File: src/rtl/rcfd_pkg.sv
// Package for the remote-control receiver frame decoder.
// Holds the frame geometry, register indexes, widths and shared types.
// No dependencies; the result interface and the top level import it.
`default_nettype none

package rcfd_pkg;

   // Frame geometry: the last byte is taken straight from the input.
   localparam int FRAME_LENGTH = 18;
   localparam int BUF_DEPTH    = FRAME_LENGTH - 1;
   localparam int IDX_W        = $clog2(FRAME_LENGTH);
   localparam logic [IDX_W-1:0] LAST_INDEX = IDX_W'(FRAME_LENGTH - 1);

   // Field widths.
   localparam int CHAN_W   = 11;
   localparam int ZONE_W   = 10;
   localparam int WORD_W   = 16;
   localparam int SWITCH_W = 4;

   // Configuration port.
   localparam int CSR_IDX_W  = 2;
   localparam int CSR_DATA_W = 11;

   typedef enum logic [CSR_IDX_W-1:0] {
      CSR_CHANNEL_CENTER = 2'd0,
      CSR_DEAD_ZONE      = 2'd1,
      CSR_CHANNEL_LIMIT  = 2'd2
   } csr_index_type;

   // Register reset values.
   localparam logic [CHAN_W-1:0] CENTER_RESET = 11'd1024;
   localparam logic [ZONE_W-1:0] ZONE_RESET   = 10'd5;
   localparam logic [ZONE_W-1:0] LIMIT_RESET  = 10'd660;

   // Offset removed from the raw wheel word.
   localparam logic [WORD_W-1:0] WHEEL_OFFSET = 16'd1024;

   // One trimmed stick channel and its out-of-range flag.
   typedef struct packed {
      logic signed [CHAN_W-1:0] value;
      logic                     fault;
   } chan_result_type;

endpackage

`default_nettype wire

File: src/rtl/rcfd_req_if.sv
// Input channel of the frame decoder: one received byte per item.
// Does not import rcfd_pkg; plain valid/ready.
`default_nettype none

interface rcfd_req_if;
   logic       valid;
   logic       ready;
   logic [7:0] rx_byte;
   logic       frame_start;

   modport source (output valid, output rx_byte, output frame_start, input ready);
   modport sink   (input valid, input rx_byte, input frame_start, output ready);
endinterface

`default_nettype wire

File: src/rtl/rcfd_rsp_if.sv
// Result channel of the frame decoder: one decoded frame per item.
// Depends on rcfd_pkg for the field widths.
`default_nettype none

interface rcfd_rsp_if;
   import rcfd_pkg::*;

   logic                       valid;
   logic                       ready;
   logic signed [CHAN_W-1:0]   stick_one;
   logic signed [CHAN_W-1:0]   stick_two;
   logic signed [CHAN_W-1:0]   stick_three;
   logic signed [CHAN_W-1:0]   stick_four;
   logic        [SWITCH_W-1:0] switches;
   logic signed [WORD_W-1:0]   mouse_x;
   logic signed [WORD_W-1:0]   mouse_y;
   logic signed [WORD_W-1:0]   mouse_z;
   logic        [WORD_W-1:0]   mouse_buttons;
   logic        [WORD_W-1:0]   key_bits;
   logic signed [WORD_W-1:0]   wheel;
   logic                       range_fault;

   modport source (
      output valid, output stick_one, output stick_two, output stick_three,
      output stick_four, output switches, output mouse_x, output mouse_y,
      output mouse_z, output mouse_buttons, output key_bits, output wheel,
      output range_fault, input ready
   );
   modport sink (
      input valid, input stick_one, input stick_two, input stick_three,
      input stick_four, input switches, input mouse_x, input mouse_y,
      input mouse_z, input mouse_buttons, input key_bits, input wheel,
      input range_fault, output ready
   );
endinterface

`default_nettype wire

File: src/rtl/rc_receiver_frame_decoder_unit.sv
// Top level of the remote-control receiver frame decoder.
// Depends on rcfd_pkg, rcfd_req_if and rcfd_rsp_if.
//
// Usage:
//   req_if carries received bytes, one per item, with frame_start marking
//   byte 0 of a frame. A start mark mid-frame drops the partial frame.
//   Bytes 0 to 16 are stored in a 17-entry byte buffer; the 18th byte goes
//   straight into the decode logic together with the buffer, and the
//   decoded frame is loaded into the result register on that same edge.
//   After the 18th byte the count wraps, so the next byte opens a new frame.
//   rsp_if presents one item per complete frame, in the cycle after the last
//   byte is accepted. A byte is accepted every cycle; only a frame's last
//   byte waits, and only while the previous result is still held by the
//   receiver. Throughput is one byte per cycle outside that wait.
//   When a channel exceeds the limit, sticks read zero, range_fault is set,
//   and the mouse, button, key and wheel fields repeat their last good
//   values, which the result register itself keeps.
//   csr_we writes channel_center, dead_zone or channel_limit at csr_index;
//   write only while no frame is in progress or waiting.
//   Synchronous reset clears the byte count, the result valid flag, the
//   held fields and sets the registers to 1024, 5 and 660.
`default_nettype none

module rc_receiver_frame_decoder_unit (
   input  wire                               clock,
   input  wire                               reset,
   rcfd_req_if.sink                          req_if,
   rcfd_rsp_if.source                        rsp_if,
   input  wire                               csr_we,
   input  wire [rcfd_pkg::CSR_IDX_W-1:0]     csr_index,
   input  wire [rcfd_pkg::CSR_DATA_W-1:0]    csr_wdata
);
   import rcfd_pkg::*;

   // Center, dead-zone and range check for one stick channel.
   function automatic chan_result_type trim_channel(
      input logic [CHAN_W-1:0] raw,
      input logic [CHAN_W-1:0] center,
      input logic [ZONE_W-1:0] zone,
      input logic [ZONE_W-1:0] limit
   );
      chan_result_type    res;
      logic [CHAN_W:0]    diff;
      logic [CHAN_W-1:0]  mag;
      logic               dead;
      diff = {1'b0, raw} - {1'b0, center};
      mag  = diff[CHAN_W] ? CHAN_W'(-diff) : diff[CHAN_W-1:0];
      dead = mag <= {1'b0, zone};
      res.fault = !dead && (mag > {1'b0, limit});
      res.value = dead ? '0 : $signed(diff[CHAN_W-1:0]);
      return res;
   endfunction

   // Configuration registers.
   logic [CHAN_W-1:0] center_ff;
   logic [ZONE_W-1:0] zone_ff;
   logic [ZONE_W-1:0] limit_ff;

   always_ff @(posedge clock) begin
      if (reset) begin
         center_ff <= CENTER_RESET;
         zone_ff   <= ZONE_RESET;
         limit_ff  <= LIMIT_RESET;
      end else if (csr_we) begin
         case (csr_index)
            CSR_CHANNEL_CENTER: center_ff <= csr_wdata;
            CSR_DEAD_ZONE:      zone_ff   <= csr_wdata[ZONE_W-1:0];
            CSR_CHANNEL_LIMIT:  limit_ff  <= csr_wdata[ZONE_W-1:0];
            default:            ;
         endcase
      end
   end

   // Byte count and frame buffer.
   logic [IDX_W-1:0] byte_index_ff;
   logic [IDX_W-1:0] byte_index_in;
   logic [IDX_W-1:0] wr_index;
   logic [7:0]       frame_ff [0:BUF_DEPTH-1];
   logic             req_accept;
   logic             frame_done;
   logic             rsp_valid_ff;
   logic             rsp_valid_in;

   // The last byte stalls only while the previous result is still waiting.
   assign req_if.ready = !rsp_valid_ff || rsp_if.ready || (wr_index != LAST_INDEX);
   assign req_accept   = req_if.valid && req_if.ready;
   assign wr_index     = req_if.frame_start ? '0 : byte_index_ff;
   assign frame_done   = req_accept && (wr_index == LAST_INDEX);

   always_comb begin
      byte_index_in = byte_index_ff;
      if (req_accept) begin
         byte_index_in = frame_done ? '0 : wr_index + 1'b1;
      end
   end

   always_ff @(posedge clock) begin
      if (reset) begin
         byte_index_ff <= '0;
      end else begin
         byte_index_ff <= byte_index_in;
      end
   end

   always_ff @(posedge clock) begin
      if (req_accept && !frame_done) begin
         frame_ff[wr_index] <= req_if.rx_byte;
      end
   end

   // Unpack the sticks from bytes 0 to 5 and trim them.
   chan_result_type ch1, ch2, ch3, ch4;
   logic            fault;

   assign ch1 = trim_channel({frame_ff[1][2:0], frame_ff[0]}, center_ff, zone_ff, limit_ff);
   assign ch2 = trim_channel({frame_ff[2][5:0], frame_ff[1][7:3]}, center_ff, zone_ff,
                             limit_ff);
   assign ch3 = trim_channel({frame_ff[4][0], frame_ff[3], frame_ff[2][7:6]}, center_ff,
                             zone_ff, limit_ff);
   assign ch4 = trim_channel({frame_ff[5][3:0], frame_ff[4][7:1]}, center_ff, zone_ff,
                             limit_ff);
   assign fault = ch1.fault || ch2.fault || ch3.fault || ch4.fault;

   // Result register; its mouse, button, key and wheel fields are the held state.
   logic signed [CHAN_W-1:0]   stick1_ff, stick2_ff, stick3_ff, stick4_ff;
   logic        [SWITCH_W-1:0] switches_ff;
   logic        [WORD_W-1:0]   mouse_x_ff, mouse_y_ff, mouse_z_ff;
   logic        [WORD_W-1:0]   buttons_ff, keys_ff, wheel_ff;
   logic                       fault_ff;

   always_comb begin
      rsp_valid_in = rsp_valid_ff;
      if (frame_done) begin
         rsp_valid_in = 1'b1;
      end else if (rsp_if.ready) begin
         rsp_valid_in = 1'b0;
      end
   end

   always_ff @(posedge clock) begin
      if (reset) begin
         rsp_valid_ff <= 1'b0;
      end else begin
         rsp_valid_ff <= rsp_valid_in;
      end
   end

   always_ff @(posedge clock) begin
      if (frame_done) begin
         stick1_ff   <= fault ? '0 : ch1.value;
         stick2_ff   <= fault ? '0 : ch2.value;
         stick3_ff   <= fault ? '0 : ch3.value;
         stick4_ff   <= fault ? '0 : ch4.value;
         switches_ff <= frame_ff[5][7:4];
         fault_ff    <= fault;
      end
   end

   always_ff @(posedge clock) begin
      if (reset) begin
         mouse_x_ff <= '0;
         mouse_y_ff <= '0;
         mouse_z_ff <= '0;
         buttons_ff <= '0;
         keys_ff    <= '0;
         wheel_ff   <= '0;
      end else if (frame_done && !fault) begin
         mouse_x_ff <= {frame_ff[7], frame_ff[6]};
         mouse_y_ff <= {frame_ff[9], frame_ff[8]};
         mouse_z_ff <= {frame_ff[11], frame_ff[10]};
         buttons_ff <= {frame_ff[13], frame_ff[12]};
         keys_ff    <= {frame_ff[15], frame_ff[14]};
         wheel_ff   <= {req_if.rx_byte, frame_ff[16]} - WHEEL_OFFSET;
      end
   end

   // Drive the result channel.
   assign rsp_if.valid         = rsp_valid_ff;
   assign rsp_if.stick_one     = stick1_ff;
   assign rsp_if.stick_two     = stick2_ff;
   assign rsp_if.stick_three   = stick3_ff;
   assign rsp_if.stick_four    = stick4_ff;
   assign rsp_if.switches      = switches_ff;
   assign rsp_if.mouse_x       = $signed(mouse_x_ff);
   assign rsp_if.mouse_y       = $signed(mouse_y_ff);
   assign rsp_if.mouse_z       = $signed(mouse_z_ff);
   assign rsp_if.mouse_buttons = buttons_ff;
   assign rsp_if.key_bits      = keys_ff;
   assign rsp_if.wheel         = $signed(wheel_ff);
   assign rsp_if.range_fault   = fault_ff;

`ifndef NO_ASSERTIONS
   // The byte count never runs past the last byte of a frame.
   assert property (@(posedge clock) disable iff (reset) byte_index_ff <= LAST_INDEX)
      else $error("byte count out of range");

   // A completed frame always shows up as a result on the next cycle.
   assert property (@(posedge clock) disable iff (reset) frame_done |=> rsp_valid_ff)
      else $error("completed frame produced no result");

   // A faulted result carries zero sticks.
   assert property (@(posedge clock) disable iff (reset)
      (frame_done && fault) |=> (stick1_ff == '0 && stick2_ff == '0 &&
                                 stick3_ff == '0 && stick4_ff == '0 && fault_ff))
      else $error("faulted frame has nonzero sticks");

   // A faulted frame leaves the held mouse, key and wheel fields alone.
   assert property (@(posedge clock) disable iff (reset)
      (frame_done && fault) |=> ($stable(mouse_x_ff) && $stable(keys_ff) &&
                                 $stable(wheel_ff) && $stable(buttons_ff)))
      else $error("held fields changed on a faulted frame");

   // The last byte is never taken while an unread result would be lost.
   assert property (@(posedge clock) disable iff (reset)
      (frame_done && rsp_valid_ff) |-> rsp_if.ready)
      else $error("result overwritten before it was taken");
`endif

endmodule

`default_nettype wire
File: src/flat_wrapper.sv
// flat-port wrapper written by rule: the top's interface ports become plain ports
module rc_receiver_frame_decoder_unit_flat import rcfd_pkg::*;
  (clock, reset, csr_we, csr_index, csr_wdata, req_if_valid, req_if_rx_byte, req_if_frame_start, req_if_ready, rsp_if_valid, rsp_if_stick_one, rsp_if_stick_two, rsp_if_stick_three, rsp_if_stick_four, rsp_if_switches, rsp_if_mouse_x, rsp_if_mouse_y, rsp_if_mouse_z, rsp_if_mouse_buttons, rsp_if_key_bits, rsp_if_wheel, rsp_if_range_fault, rsp_if_ready);
  rcfd_req_if req_if_i ();
  rcfd_rsp_if rsp_if_i ();
  input  wire clock;
  input  wire reset;
  input  wire csr_we;
  input  wire [rcfd_pkg::CSR_IDX_W-1:0] csr_index;
  input  wire [rcfd_pkg::CSR_DATA_W-1:0] csr_wdata;
  input wire logic [$bits(req_if_i.valid)-1:0] req_if_valid;
  input wire logic [$bits(req_if_i.rx_byte)-1:0] req_if_rx_byte;
  input wire logic [$bits(req_if_i.frame_start)-1:0] req_if_frame_start;
  output wire logic [$bits(req_if_i.ready)-1:0] req_if_ready;
  output wire logic [$bits(rsp_if_i.valid)-1:0] rsp_if_valid;
  output wire logic [$bits(rsp_if_i.stick_one)-1:0] rsp_if_stick_one;
  output wire logic [$bits(rsp_if_i.stick_two)-1:0] rsp_if_stick_two;
  output wire logic [$bits(rsp_if_i.stick_three)-1:0] rsp_if_stick_three;
  output wire logic [$bits(rsp_if_i.stick_four)-1:0] rsp_if_stick_four;
  output wire logic [$bits(rsp_if_i.switches)-1:0] rsp_if_switches;
  output wire logic [$bits(rsp_if_i.mouse_x)-1:0] rsp_if_mouse_x;
  output wire logic [$bits(rsp_if_i.mouse_y)-1:0] rsp_if_mouse_y;
  output wire logic [$bits(rsp_if_i.mouse_z)-1:0] rsp_if_mouse_z;
  output wire logic [$bits(rsp_if_i.mouse_buttons)-1:0] rsp_if_mouse_buttons;
  output wire logic [$bits(rsp_if_i.key_bits)-1:0] rsp_if_key_bits;
  output wire logic [$bits(rsp_if_i.wheel)-1:0] rsp_if_wheel;
  output wire logic [$bits(rsp_if_i.range_fault)-1:0] rsp_if_range_fault;
  input wire logic [$bits(rsp_if_i.ready)-1:0] rsp_if_ready;
  assign req_if_i.valid = req_if_valid;
  assign req_if_i.rx_byte = req_if_rx_byte;
  assign req_if_i.frame_start = req_if_frame_start;
  assign req_if_ready = req_if_i.ready;
  assign rsp_if_valid = rsp_if_i.valid;
  assign rsp_if_stick_one = rsp_if_i.stick_one;
  assign rsp_if_stick_two = rsp_if_i.stick_two;
  assign rsp_if_stick_three = rsp_if_i.stick_three;
  assign rsp_if_stick_four = rsp_if_i.stick_four;
  assign rsp_if_switches = rsp_if_i.switches;
  assign rsp_if_mouse_x = rsp_if_i.mouse_x;
  assign rsp_if_mouse_y = rsp_if_i.mouse_y;
  assign rsp_if_mouse_z = rsp_if_i.mouse_z;
  assign rsp_if_mouse_buttons = rsp_if_i.mouse_buttons;
  assign rsp_if_key_bits = rsp_if_i.key_bits;
  assign rsp_if_wheel = rsp_if_i.wheel;
  assign rsp_if_range_fault = rsp_if_i.range_fault;
  assign rsp_if_i.ready = rsp_if_ready;
  rc_receiver_frame_decoder_unit u_core (.clock(clock), .reset(reset), .req_if(req_if_i), .rsp_if(rsp_if_i), .csr_we(csr_we), .csr_index(csr_index), .csr_wdata(csr_wdata));
endmodule
File: config.mk
export PLATFORM = sky130hd
export DESIGN_NAME = rc_receiver_frame_decoder_unit_flat
export DESIGN_NICKNAME = d
export VERILOG_FILES = /design/src/rtl/rcfd_pkg.sv /design/src/rtl/rcfd_req_if.sv /design/src/rtl/rcfd_rsp_if.sv /design/src/rtl/rc_receiver_frame_decoder_unit.sv /design/src/flat_wrapper.sv
export SDC_FILE = /design/constraint.sdc
export NUM_CORES = 1
export LEC_CHECK = 0
export BUFFER_PORTS_ARGS = -buffer_cell sky130_fd_sc_hd__buf_4
export CAP_MARGIN = 15
export CORE_AREA = 2 2 176 178
export DETAILED_ROUTE_END_ITERATION = 16
export DIE_AREA = 0 0 178 180
export PLACE_DENSITY = 0.79
export SETUP_SLACK_MARGIN = 0.15
export SLEW_MARGIN = 10
export SYNTH_ARGS = -nofsm -noshare
export SYNTH_HDL_FRONTEND = slang
export SYNTH_SLANG_ARGS = --single-unit
File: constraint.sdc
create_clock -name clock -period 4.6 [get_ports clock]
set_clock_uncertainty 0.15 [all_clocks]
set_input_delay 0.23 -clock clock [delete_from_list [all_inputs] [get_ports clock]]
set_output_delay 0.23 -clock clock [all_outputs]
set_load 0.01 [all_outputs]
==> run_summary.xml <==
<?xml version="1.0" encoding="UTF-8"?>
<metrics>
  <group name="clocking">
    <metric name="insertion_delay" unit="ns">0.55</metric>
    <metric name="htreeDepth" unit="">2</metric>
    <metric name="cts.sink_count" unit="">318</metric>
    <metric name="cts_buffer_depth" unit="">3</metric>
    <metric name="clk_pin_slew_worst_paths" unit="ns">0.06</metric>
    <metric name="cts-buffers-inserted" unit="">35</metric>
    <metric name="cts_tree" unit="">done</metric>
    <metric name="ctsRootBufferMaster" unit="">clkbuf_16</metric>
  </group>
  <group name="final_layout">
    <metric name="nFillCells" unit="">2007</metric>
    <metric name="design.final.nets" unit="">2101</metric>
    <metric name="layout.cells.most_common_list" unit="">buf_4 (393), edfxtp_1 (185), a21oi_1 (140)</metric>
    <metric name="num_antenna_cells" unit="">0</metric>
    <metric name="share_of_layout_cells_above_drive_strength_1" unit="">0.328</metric>
    <metric name="syn2layout_area_growth" unit="%">35.8</metric>
    <metric name="layout_commonest_cell" unit="">buf_4</metric>
    <metric name="final_core_util" unit="">0.720</metric>
  </group>
  <group name="worst_setup_path">
    <metric name="data_arrival_time_of_the_critical_path" unit="ns">5.78</metric>
    <metric name="end_kind" unit="">flip-flop</metric>
    <metric name="critPathLaunchType" unit="">flip-flop</metric>
    <metric name="crit_path_max_fanout" unit="">12</metric>
    <metric name="timing.critical_path.required" unit="ns">4.83</metric>
    <metric name="worst_path_class_setup" unit="">reg -&gt; reg</metric>
    <metric name="crit_path_most_repeated_cell" unit="">a21oi_2</metric>
    <metric name="timing.critical_path.slowest_stage_cell" unit="">or4_4</metric>
    <metric name="crit_path_max_incr_delay" unit="ns">0.51</metric>
    <metric name="timing.critical_path.max_delay_family" unit="">compound AO/OA/AOI/OAI gates</metric>
    <metric name="worstPathBufferInverterCount" unit="">5</metric>
  </group>
  <group name="sta">
    <metric name="timing.final.max_slew_violations" unit="">0</metric>
    <metric name="holdWs" unit="ns">0.0722</metric>
    <metric name="final.period_utilization" unit="">1.21</metric>
    <metric name="fmaxAchievable" unit="GHz">0.180</metric>
    <metric name="finalSetupViolations" unit="">141</metric>
    <metric name="timing.final.ws_setup" unit="ns">-0.944</metric>
    <metric name="final_hold_viol_count" unit="">0</metric>
    <metric name="worst-slew-pin-transition" unit="ns">0.949</metric>
    <metric name="timing.slew.headroom" unit="">0.367</metric>
    <metric name="grt_setup_unrepaired" unit="">true</metric>
    <metric name="period_minus_slack" unit="ns">5.54</metric>
  </group>
  <group name="drt">
    <metric name="drt-total-wl" unit="um">50200</metric>
    <metric name="vias" unit="">14200</metric>
    <metric name="drt-wirelength-per-cell" unit="um">21.3</metric>
    <metric name="final_antenna_violating_net_count" unit="">0</metric>
    <metric name="remaining_drc_errors" unit="">0</metric>
    <metric name="drt_iter0_drc" unit="">1219</metric>
    <metric name="route.detailed.vias_per_inst" unit="">6.00</metric>
    <metric name="drt_first_pass_iters" unit="">6</metric>
  </group>
  <group name="pwr">
    <metric name="worst_ir_drop_vdd" unit="mV">0.324</metric>
    <metric name="p_leak" unit="nW">8.52</metric>
    <metric name="cellPowerDensity" unit="nW/um2">344</metric>
  </group>
  <group name="logic_synthesis">
    <metric name="synth_area_leaders" unit="">edfxtp_1 (35%), dfxtp_1 (17%), ha_1 (10%), a21oi_1 (5.2%), nand4_1 (4.1%)</metric>
    <metric name="netlist.top_cell.by_area" unit="">edfxtp_1</metric>
    <metric name="dominantRegCellSynth" unit="">edfxtp_1</metric>
    <metric name="synth_nets" unit="">1694</metric>
    <metric name="postSynthRegisterBits" unit="">318</metric>
    <metric name="synth_enable_flop_cells" unit="">185</metric>
    <metric name="mappedNetlistArea" unit="um2">16000</metric>
    <metric name="synth_cell_type_count" unit="">84</metric>
    <metric name="yosysWarnings" unit="">0</metric>
    <metric name="proportion_of_synthesized_flip_flops_having_asynchronous_set_or_reset" unit="">0</metric>
    <metric name="syn_area_per_cell" unit="um2">10.5</metric>
    <metric name="synth_sequential_area_ratio" unit="">0.513</metric>
    <metric name="synth_largest_type_area_fraction" unit="">0.347</metric>
    <metric name="post_synth_inst_count" unit="">1530</metric>
  </group>
  <group name="status">
    <metric name="run_status" unit="">finished with violations</metric>
    <metric name="violations" unit="">negative setup slack</metric>
  </group>
  <group name="global_routing">
    <metric name="grt.met2_usage" unit="">0.490</metric>
    <metric name="grt_start_max_net_pins" unit="">91</metric>
    <metric name="grt_pass1_wl" unit="um">73900</metric>
    <metric name="busiest_layer" unit="">met2</metric>
    <metric name="number_of_global_route_vias_before_repair" unit="">13600</metric>
    <metric name="grt.overflow.total" unit="">0</metric>
    <metric name="antenna_found_initial" unit="">0</metric>
    <metric name="grt.total_usage" unit="">0.294</metric>
    <metric name="use_met3" unit="">0.0510</metric>
    <metric name="grtUsageMet1" unit="">0.387</metric>
  </group>
  <group name="die">
    <metric name="floorplan.die.height" unit="um">180</metric>
    <metric name="rows" unit="">64</metric>
    <metric name="coreArea" unit="um2">30200</metric>
    <metric name="floorplan.io_pins" unit="">174</metric>
    <metric name="design.die.area" unit="um2">32000</metric>
    <metric name="start_util" unit="">0.530</metric>
    <metric name="floorplan.die.width" unit="um">178</metric>
  </group>
  <group name="placement">
    <metric name="count_of_input_and_output_buffers" unit="">173</metric>
    <metric name="gp_congestion" unit="">0.928</metric>
    <metric name="detailed_place_hpwl" unit="um">31700</metric>
  </group>
  <group name="flow_run">
    <metric name="cap_viol_max_count" unit="">0</metric>
  </group>
  <group name="worst_hold_path">
    <metric name="min-delay-path-class" unit="">in -&gt; reg</metric>
  </group>
</metrics>
-- state kept, by name, indices dropped and copies added, names as in the netlist, 4 cells and up --
register,cells
rsp_if_mouse_z,16
u_core.rsp_if.switches,4
u_core.byte_index_ff,5
u_core.limit_ff,10
rsp_if_mouse_x,16
u_core.center_ff,11
rsp_if_mouse_y,16
rsp_if_mouse_buttons,16
rsp_if_key_bits,16
u_core.rsp_if.stick_three,11
u_core.zone_ff,10
u_core.rsp_if.wheel,16
u_core.rsp_if.stick_one,11
u_core.rsp_if.stick_two,11
u_core.frame_ff,136
u_core.rsp_if.stick_four,11
-- logic make-up (layout without fill, tap and decap cells) --
family	count (synthesis)	in the layout	share of synthesized area
AOI/OAI and AO/OA	417	417	0.157
buffers and inverters	141	573	0.0369
adders and majority gates	137	137	0.109
xor gates and xnor gates	72	72	0.0399
DFF	318	318	0.513
muxes	2	2	0.00133
and+or+nand+nor	443	443	0.143
-- cell type report --
type,instances,area (um2),area share
flip-flops and latches,318,8220,0.378
inverters,59,224,0.0103
multi-input cells,1071,7810,0.359
repair buffers,452,3880,0.179
clock inverters,18,160,0.00737
well taps,396,495,0.0228
clock buffers,44,950,0.0437
-- worst paths after layout --
check                                         from                                  end  slack [ns]  depth (start not counted)
setup / recovery  u_core.center_ff[0]$_SDFFE_PP0P_       rsp_if_mouse_x[8]$_SDFFE_PP0P_       -0.94                         25
hold / removal                        csr_index[0]       u_core.zone_ff[5]$_SDFFE_PP0P_        0.07                          5
setup reg to reg  u_core.center_ff[0]$_SDFFE_PP0P_       rsp_if_mouse_x[8]$_SDFFE_PP0P_       -0.94                         25
hold reg to reg    u_core.frame_ff[5][5]$_DFFE_PP_  u_core.rsp_if.switches[1]$_DFFE_PP_        0.27                          0
-- cells in the mapped netlist (all sizes together), types with 4 or more instances --
| cell type | n |
|---|---|
| a21o | 15 |
| o21a | 5 |
| or3 | 4 |
| nand2 | 86 |
| edfxtp | 185 |
| xnor2 | 48 |
| and3 | 6 |
| buf | 27 |
| a31oi | 16 |
| fa | 4 |
| o22ai | 4 |
| a21oi | 168 |
| xor2 | 24 |
| nand2b | 12 |
| a211o | 9 |
| a221oi | 4 |
| and2 | 9 |
| o211ai | 11 |
| a41oi | 4 |
| or2 | 8 |
| o2111ai | 4 |
| dfxtp | 133 |
| nand4 | 105 |
| a211oi | 16 |
| clkbuf | 55 |
| nor4 | 4 |
| nand3b | 4 |
| a31o | 5 |
| nor2 | 136 |
| nor3 | 17 |
| o21ai | 128 |
| inv | 59 |
| nor3b | 4 |
| nor2b | 19 |
| ha | 133 |
| nand3 | 18 |
-- worst reg2reg max path: cells and delay by family, from the launching register on --
family / cells / cell delay [ns]
and+or+nand+nor: 6 / 1.52
DFF: 1 / 0.34
AOI/OAI and AO/OA: 9 / 1.65
buffers and inverters: 5 / 0.70
xor gates and xnor gates: 2 / 0.23
adders and majority gates: 3 / 0.81
-- layer usage --
metal,vias to the layer above,wire length [um]
li1,6483,-
met1,6795,20000
met2,718,23900
met3,158,4170
met4,0,2060
met5,-,0
-- repair_timing --
item / in CTS / in global routing
setup buffers: 18 / 4
endpoints found under the setup margin: 141 / 141
gates cloned: 5 / 8
hold endpoints to repair: 174 / 0
pin swaps: 72 / 69
hold buffers: 25 / 0
resized for setup: 85 / 76
-- power by group --
| group | internal, W | switching (W) |
|---|---|---|
| clock | 0.00154 | 0.00119 |
| combinational | 0.000787 | 0.000924 |
| sequential | 0.00302 | 0.00000990 |
-- per-stage QoR --
step	worst slack [ns]	instances	TNS (ns)	instance area (um2)	total power [W]
after floorplan	-0.127	1530	-6.14	16100	0.00386
after global placement	-0.809	2236	-102.80	19300	0.00437
after detailed placement	-1.02	2236	-128.33	19300	0.00440
after CTS	-0.532	2346	-65.67	21200	0.00732
after global routing	-1.09	2358	-129.68	21700	0.00771
final	-0.944	2358	-100.43	21700	0.00747
No activity file was read; power rests on OpenSTA's default activity.
